### src/design/sspr_pkg.sv
// Package for the servo status packet receiver.
// Holds request and status codes, queue sizing and the payload structs.
// No dependencies.
package sspr_pkg;

	localparam logic [1:0] REQ_ARM  = 2'd0;
	localparam logic [1:0] REQ_BYTE = 2'd1;
	localparam logic [1:0] REQ_TICK = 2'd2;

	localparam logic [1:0] ST_OK       = 2'd0;
	localparam logic [1:0] ST_TIMEOUT  = 2'd1;
	localparam logic [1:0] ST_CSUM_ERR = 2'd2;

	localparam logic [7:0] TIMEOUT_RESET = 8'd20;
	localparam logic [8:0] LEN_POS       = 9'd3;
	localparam logic [8:0] LEN_EXTRA     = 9'd4;
	localparam logic [8:0] SUM_FIRST     = 9'd2;
	localparam logic [8:0] POS_MAX       = 9'h1FF;
	localparam logic [7:0] IDLE_MAX      = 8'hFF;

	localparam int QUEUE_DEPTH = 4;
	localparam int QPTR_W      = $clog2(QUEUE_DEPTH);
	localparam int QCNT_W      = $clog2(QUEUE_DEPTH + 1);

	typedef enum logic [1:0] {
		OP_ARM,
		OP_BYTE,
		OP_TICK
	} op_t;

	typedef struct packed {
		logic [1:0] req_type;
		logic [7:0] rx_byte;
	} in_item_t;

	typedef struct packed {
		logic [8:0] byte_index;
		logic [7:0] byte_value;
		logic [1:0] status;
		logic       last;
	} out_item_t;

	typedef struct packed {
		op_t        op;
		logic [7:0] data;
	} cmd_t;

endpackage

### src/design/sspr_front.sv
// Front end of the servo status packet receiver: accepts input transfers
// and classifies them into queue commands. Unused request codes are dropped.
// Depends on sspr_pkg.
module sspr_front (
	input  logic              in_valid,
	output logic              in_stall,
	input  sspr_pkg::in_item_t in_data,
	input  logic              q_full,
	output logic              push,
	output sspr_pkg::cmd_t    push_cmd
);
	import sspr_pkg::*;

	logic known;

	assign in_stall = q_full;

	always_comb begin
		known         = 1'b1;
		push_cmd.data = in_data.rx_byte;
		case (in_data.req_type)
			REQ_ARM:  push_cmd.op = OP_ARM;
			REQ_BYTE: push_cmd.op = OP_BYTE;
			REQ_TICK: push_cmd.op = OP_TICK;
			default: begin
				push_cmd.op = OP_TICK;
				known       = 1'b0;
			end
		endcase
	end

	assign push = in_valid && !q_full && known;

endmodule

### src/design/sspr_queue.sv
// Short command queue between front and back end.
// Register-based FIFO sized by QUEUE_DEPTH. Depends on sspr_pkg.
module sspr_queue (
	input  logic           clk,
	input  logic           arst_n,
	input  logic           push,
	input  sspr_pkg::cmd_t push_cmd,
	output logic           full,
	input  logic           pop,
	output logic           avail,
	output sspr_pkg::cmd_t head
);
	import sspr_pkg::*;

	cmd_t              mem_q [QUEUE_DEPTH];
	logic [QPTR_W-1:0] wr_ptr_q;
	logic [QPTR_W-1:0] rd_ptr_q;
	logic [QCNT_W-1:0] count_q;
	logic              do_pop;

	assign full   = (count_q == QCNT_W'(QUEUE_DEPTH));
	assign avail  = (count_q != '0);
	assign head   = mem_q[rd_ptr_q];
	assign do_pop = pop && avail;

	always_ff @(posedge clk) begin
		if (push) begin
			mem_q[wr_ptr_q] <= push_cmd;
		end
	end

	always_ff @(posedge clk or negedge arst_n) begin
		if (!arst_n) begin
			wr_ptr_q <= '0;
			rd_ptr_q <= '0;
			count_q  <= '0;
		end else begin
			if (push) begin
				wr_ptr_q <= (wr_ptr_q == QPTR_W'(QUEUE_DEPTH - 1)) ? '0 : wr_ptr_q + 1'b1;
			end
			if (do_pop) begin
				rd_ptr_q <= (rd_ptr_q == QPTR_W'(QUEUE_DEPTH - 1)) ? '0 : rd_ptr_q + 1'b1;
			end
			case ({push, do_pop})
				2'b10:   count_q <= count_q + 1'b1;
				2'b01:   count_q <= count_q - 1'b1;
				default: count_q <= count_q;
			endcase
		end
	end

endmodule

### src/design/sspr_back.sv
// Back end of the servo status packet receiver: executes queued commands,
// tracks packet position, checksum and idle ticks, drives the output register.
// Depends on sspr_pkg.
module sspr_back (
	input  logic               clk,
	input  logic               arst_n,
	input  logic [7:0]         timeout_ticks,
	input  logic               q_avail,
	input  sspr_pkg::cmd_t     q_head,
	output logic               q_pop,
	output logic               out_valid,
	input  logic               out_stall,
	output sspr_pkg::out_item_t out_data
);
	import sspr_pkg::*;

	logic       armed_q;
	logic [8:0] position_q;
	logic [8:0] total_q;
	logic [7:0] sum_q;
	logic [7:0] idle_q;
	logic       out_valid_q;
	out_item_t  out_data_q;

	logic       out_free;
	logic [8:0] tot_new;
	logic [9:0] pos_inc;
	logic       final_byte;
	logic [7:0] idle_new;
	logic       emit;
	out_item_t  res;

	assign out_free = !out_valid_q || !out_stall;
	assign q_pop    = q_avail && out_free;

	assign tot_new    = (position_q == LEN_POS) ? ({1'b0, q_head.data} + LEN_EXTRA) : total_q;
	assign pos_inc    = {1'b0, position_q} + 10'd1;
	assign final_byte = (position_q >= LEN_POS) && (pos_inc == {1'b0, tot_new});
	assign idle_new   = (idle_q < IDLE_MAX) ? idle_q + 8'd1 : idle_q;

	always_comb begin
		emit = 1'b0;
		res  = '{byte_index: position_q, byte_value: q_head.data, status: ST_OK, last: 1'b0};
		case (q_head.op)
			OP_BYTE: begin
				emit = armed_q;
				if (final_byte) begin
					res.last   = 1'b1;
					res.status = (~sum_q == q_head.data) ? ST_OK : ST_CSUM_ERR;
				end
			end
			OP_TICK: begin
				emit           = armed_q && (idle_new >= timeout_ticks);
				res.byte_value = 8'd0;
				res.status     = ST_TIMEOUT;
				res.last       = 1'b1;
			end
			default: emit = 1'b0;
		endcase
	end

	always_ff @(posedge clk or negedge arst_n) begin
		if (!arst_n) begin
			armed_q     <= 1'b0;
			position_q  <= '0;
			total_q     <= '0;
			sum_q       <= '0;
			idle_q      <= '0;
			out_valid_q <= 1'b0;
		end else begin
			if (q_pop) begin
				case (q_head.op)
					OP_ARM: begin
						armed_q    <= 1'b1;
						position_q <= '0;
						total_q    <= '0;
						sum_q      <= '0;
						idle_q     <= '0;
					end
					OP_BYTE: begin
						if (armed_q) begin
							idle_q  <= '0;
							total_q <= tot_new;
							if (final_byte) begin
								armed_q <= 1'b0;
							end else begin
								if (position_q >= SUM_FIRST) begin
									sum_q <= sum_q + q_head.data;
								end
								if (position_q != POS_MAX) begin
									position_q <= pos_inc[8:0];
								end
							end
						end
					end
					OP_TICK: begin
						if (armed_q) begin
							idle_q <= idle_new;
							if (idle_new >= timeout_ticks) begin
								armed_q <= 1'b0;
							end
						end
					end
					default: armed_q <= armed_q;
				endcase
			end
			if (q_pop && emit) begin
				out_valid_q <= 1'b1;
			end else if (!out_stall) begin
				out_valid_q <= 1'b0;
			end
		end
	end

	always_ff @(posedge clk) begin
		if (q_pop && emit) begin
			out_data_q <= res;
		end
	end

	assign out_valid = out_valid_q;
	assign out_data  = out_data_q;

endmodule

### src/design/servo_status_packet_receiver.sv
// Servo status packet receiver, top level.
// Ties front end, command queue and back end; holds the timeout register.
// Depends on sspr_pkg, sspr_front, sspr_queue, sspr_back.
//
// Takes one transfer per cycle while in_stall is low: arm, received byte or
// timer tick. Each byte received while armed is echoed with its index; the
// final byte (index length + 3) and a timeout are flagged last with their
// status. A byte or tick passes the front end, a 4-entry queue and the back
// end's output register; the back end takes one item per cycle unless
// out_stall holds its output. in_stall rises only when the queue is full,
// which happens while out_stall holds the output.
module servo_status_packet_receiver (
	input  logic                clk,
	input  logic                arst_n,
	input  logic                in_valid,
	output logic                in_stall,
	input  sspr_pkg::in_item_t  in_data,
	output logic                out_valid,
	input  logic                out_stall,
	output sspr_pkg::out_item_t out_data,
	input  logic                cfg_we,
	input  logic [7:0]          cfg_wdata
);
	import sspr_pkg::*;

	logic [7:0] timeout_q;
	logic       push;
	cmd_t       push_cmd;
	logic       q_full;
	logic       q_pop;
	logic       q_avail;
	cmd_t       q_head;

	always_ff @(posedge clk or negedge arst_n) begin
		if (!arst_n) begin
			timeout_q <= TIMEOUT_RESET;
		end else if (cfg_we) begin
			timeout_q <= cfg_wdata;
		end
	end

	sspr_front u_front (
		.in_valid (in_valid),
		.in_stall (in_stall),
		.in_data  (in_data),
		.q_full   (q_full),
		.push     (push),
		.push_cmd (push_cmd)
	);

	sspr_queue u_queue (
		.clk      (clk),
		.arst_n   (arst_n),
		.push     (push),
		.push_cmd (push_cmd),
		.full     (q_full),
		.pop      (q_pop),
		.avail    (q_avail),
		.head     (q_head)
	);

	sspr_back u_back (
		.clk           (clk),
		.arst_n        (arst_n),
		.timeout_ticks (timeout_q),
		.q_avail       (q_avail),
		.q_head        (q_head),
		.q_pop         (q_pop),
		.out_valid     (out_valid),
		.out_stall     (out_stall),
		.out_data      (out_data)
	);

endmodule

### config.mk
export PLATFORM = sky130hd
export DESIGN_NAME = servo_status_packet_receiver
export DESIGN_NICKNAME = d
export VERILOG_FILES = /design/src/design/sspr_pkg.sv /design/src/design/sspr_front.sv /design/src/design/sspr_queue.sv /design/src/design/sspr_back.sv /design/src/design/servo_status_packet_receiver.sv
export SDC_FILE = /design/constraint.sdc
export NUM_CORES = 1
export LEC_CHECK = 0
export BUFFER_PORTS_ARGS = -buffer_cell sky130_fd_sc_hd__buf_4
export CAP_MARGIN = 25
export CORE_UTILIZATION = 45
export CTS_CLUSTER_SIZE = 14
export DETAILED_ROUTE_END_ITERATION = 7
export PLACE_DENSITY = 0.59
export SLEW_MARGIN = 20
export SYNTH_ARGS = -nofsm -noshare
export SYNTH_HDL_FRONTEND = slang
export SYNTH_SLANG_ARGS = --single-unit
### constraint.sdc
create_clock -name clk -period 12.2 [get_ports clk]
set_clock_uncertainty 0.15 [all_clocks]
set_input_delay 2.44 -clock clk [delete_from_list [all_inputs] [get_ports clk]]
set_output_delay 2.44 -clock clk [all_outputs]
set_load 0.02 [all_outputs]
==> results.sh <==
export IMPL_powerDensity_nw_per_um2=223.0
export IMPL_dp_hpwl_um=8418
export IMPL_drive_gt1_share_pct=15.85
export IMPL_diodes=0
export IMPL_grt_overflow=0
export IMPL_synth_edff_count=60
export IMPL_cp_top_family="simple AND/OR/NAND/NOR gates"
export IMPL_yosysSeqAreaShare_pct=53.85
export IMPL_grt_first_pass_wirelength_um=19440
export IMPL_synth_simple_area_share_pct=15.33
export IMPL_clk_transition_reported_paths_ps=70
export IMPL_gp_congestion=0.8025
export IMPL_wl_um=11920
export IMPL_crit_buf_inv=2
export IMPL_synth_compound_gate_area_share_pct=11.57
export IMPL_synthFlopType="edfxtp_1"
export IMPL_worstSetupStartpointType="input pin"
export IMPL_cp_common_cell="nand2_1"
export IMPL_die_area_um2=13170
export IMPL_cts_setup_buffers=0
export IMPL_p_sw_mw=0.5597
export IMPL_syn_to_final_growth_pct=13.30
export IMPL_dieWidth_um=114.8
export IMPL_via_count=3847
export IMPL_worst_path_max_fanout=9
export IMPL_synth_top_cell_area_share_pct=31.50
export IMPL_synth_largest_area_cell="edfxtp_1"
export IMPL_firstDrtPassIters=4
export IMPL_grt_util_all_layers_pct=19.69
export IMPL_switching_share_pct=38.73
export IMPL_yosysWarnings=0
export IMPL_maxSlewViolCount=0
export IMPL_hold_class="flip-flop to flip-flop"
export IMPL_port_buffers=44
export IMPL_synthTopCellsByArea="edfxtp_1, dfrtp_1, ha_1"
export IMPL_max_stage_delay_ps=600
export IMPL_fin_area_um2=6481
export IMPL_cts_made_buffers=9
export IMPL_clock_latency_ps=360
export IMPL_period_share_pct=35.77
export IMPL_pwr_share_seq_pct=37.6
export IMPL_end_kind="flip-flop"
export IMPL_fmax_mhz=229.1
export IMPL_maxCapViolCount=0
export IMPL_synth_seq_cells=111
export IMPL_cts_sinks=111
export IMPL_yosys_area_share_adder_pct=7.480
export IMPL_antenna_found_initial=0
export IMPL_num_nets_final=581
export IMPL_drc=0
export IMPL_cts_root_buf="clkbuf_16"
export IMPL_p_comb_share_pct=40.5
export IMPL_ant_nets=0
export IMPL_synth_mux_area_share_pct=5.031
export IMPL_initial_core_util_pct=46.84
export IMPL_wl_per_cell_um=17.08
export IMPL_grt_pass1_vias=3873
export IMPL_criticalPathCategory="input pin to flip-flop"
export IMPL_rsz0062_at_grt="false"
export IMPL_placed_cell_area_um2=6158
export IMPL_synthCells=491
export IMPL_nFillCells=1079
export IMPL_cts_htree_levels=3
export IMPL_p_int_mw=0.8854
export IMPL_grt_max_degree=52
export IMPL_tritoncts="built"
export IMPL_syn_area_per_cell_um2=11.65
export IMPL_power_frac_clock_pct=22.0
export IMPL_synth_top_family_by_area="simple AND/OR/NAND/NOR gates"
export IMPL_synthArstFlopShare_pct=45.95
export IMPL_status="finished, final reports clean"
export IMPL_ir_drop_v=0.0001469
export IMPL_via_per_inst=5.511
export IMPL_arrival_ps=4500
export IMPL_cts_buffer_depth=2
export IMPL_pin_count=45
export IMPL_final_min_clock_period_ps=4364
export IMPL_crit_required_ps=12340
export IMPL_post_place_ws_ps=7455
export IMPL_synth_xor_area_share_pct=3.521
export IMPL_core_um2=12210
export IMPL_cts_resized=0
export IMPL_setup_ws_ps=7836
export IMPL_syn_num_nets=547
export IMPL_syn_area_um2=5720
export IMPL_yosysMostFrequentCell="edfxtp_1"
export IMPL_leakagePower_nw=2.649
export IMPL_rows=40
export IMPL_synth_common_cells="edfxtp_1, nand2_1, dfrtp_1"
export IMPL_multiInputGateArea_um2=2459
export IMPL_seq_area_um2=3080
export IMPL_setup_viol=0
export IMPL_tns_ps=0
export IMPL_cts_hold_buf=0
export IMPL_maxSlewHeadroom_pct=33.85
export IMPL_die_height_um=114.8
export IMPL_hold_viol=0
export IMPL_slowest_stage="nor3_1"
export IMPL_synth_cell_type_count=63
export IMPL_drt_iter0_drc=199
export IMPL_cp_cell_sequence="buf_4 > nand2_1 > o31ai_1 > inv_1 > and2_1 > nand2_1 > nor3_1 > mux2_2"
export IMPL_worstMarginPinSlew_ps=991.2
## tightest hold or removal path, cell delays in order (launching register included)
cell     delay, ps
dfrtp_1        350
nand2_1         50
o21ai_0         70
## area by class of cell
type	count	area share, %
clock buffers	9	3.475
clock inverters	7	1.506
inverters	21	1.216
multi-input cells	338	37.93
flip-flops and latches	111	47.53
well taps	168	3.243
repair buffers	44	5.097
## kinds of logic (layout without fill, tap and decap cells)
group	count (synthesis)	in the layout
and+or+nand+nor	168	168
DFF	111	111
AOI/OAI and AO/OA	99	99
buffers and inverters	42	81
adders and majority gates	33	33
xor gates and xnor gates	23	23
muxes	15	15
## sequential cells by signal, summed over array words and instances, names as in the netlist
signal	count
timeout_q	8
u_back.armed_q	1
u_back.idle_q	8
u_back.out_data	20
u_back.out_valid	1
u_back.position_q	9
u_back.sum_q	8
u_back.total_q	9
u_queue.count_q	3
u_queue.mem_q	40
u_queue.rd_ptr_q	2
u_queue.wr_ptr_q	2
## metal layers
layer	vias to the layer above	wire length, um	track usage [%]
met5	-	0	0
met4	0	91	5.368
met3	6	545	5.271
met2	96	5953	33.98
met1	1874	5328	24.50
li1	1871	-	-
## power groups by stage
stage	clock, mW	sequential [mW]	combinational [mW]
after floorplan	0	0.553	0.411
after global placement	0	0.549	0.577
after detailed placement	0	0.551	0.586
after CTS	0.324	0.544	0.588
after global routing	0.335	0.553	0.649
final	0.317	0.543	0.585
## through the flow
stage          std cells  util, %  total power, mW  hold slack (ps)
2_1_floorplan        491        -           0.9638            269.6
3_3_place_gp         682    50.43            1.127            321.2
3_5_place_dp         682    50.43            1.137            330.5
4_1_cts              698    53.07            1.456            348.8
5_1_grt              698    53.07            1.536            371.0
6_report             698    53.07            1.445            347.0
## final timing paths
check                      cells after the start                    to  slack, ps           startpoint
setup reg to reg                              10       u_back.sum_q[7]       7890  u_queue.rd_ptr_q[0]
max in group asynchronous                      1     u_back.total_q[7]       9470               arst_n
setup / recovery                               8  u_back.position_q[0]       7840            out_stall
hold / removal                                 2     u_back.total_q[7]        350    u_back.total_q[7]
hold reg to reg                                2     u_back.total_q[7]        350    u_back.total_q[7]
min in group asynchronous                      1          timeout_q[1]       1970               arst_n
## cells in the final DEF, fill, tap and decap left out, types with 4 or more instances in the layout
cell type	count
nand2b_1	6
nand3_1	28
inv_1	21
mux4_2	8
and2_1	6
o21ai_0	27
edfxtp_1	60
o311ai_1	5
a22o_1	8
and3_1	5
nand4_1	4
o211ai_1	4
clkbuf_16	9
nor2_1	16
nor3_1	11
dfrtp_1	49
xor2_1	9
or3_1	4
a21o_1	12
mux2_2	4
xnor2_1	14
nand2_1	59
buf_4	44
nor2b_1	11
ha_1	31
a21oi_1	18
Note: power is estimated with default switching activity, not from simulation.
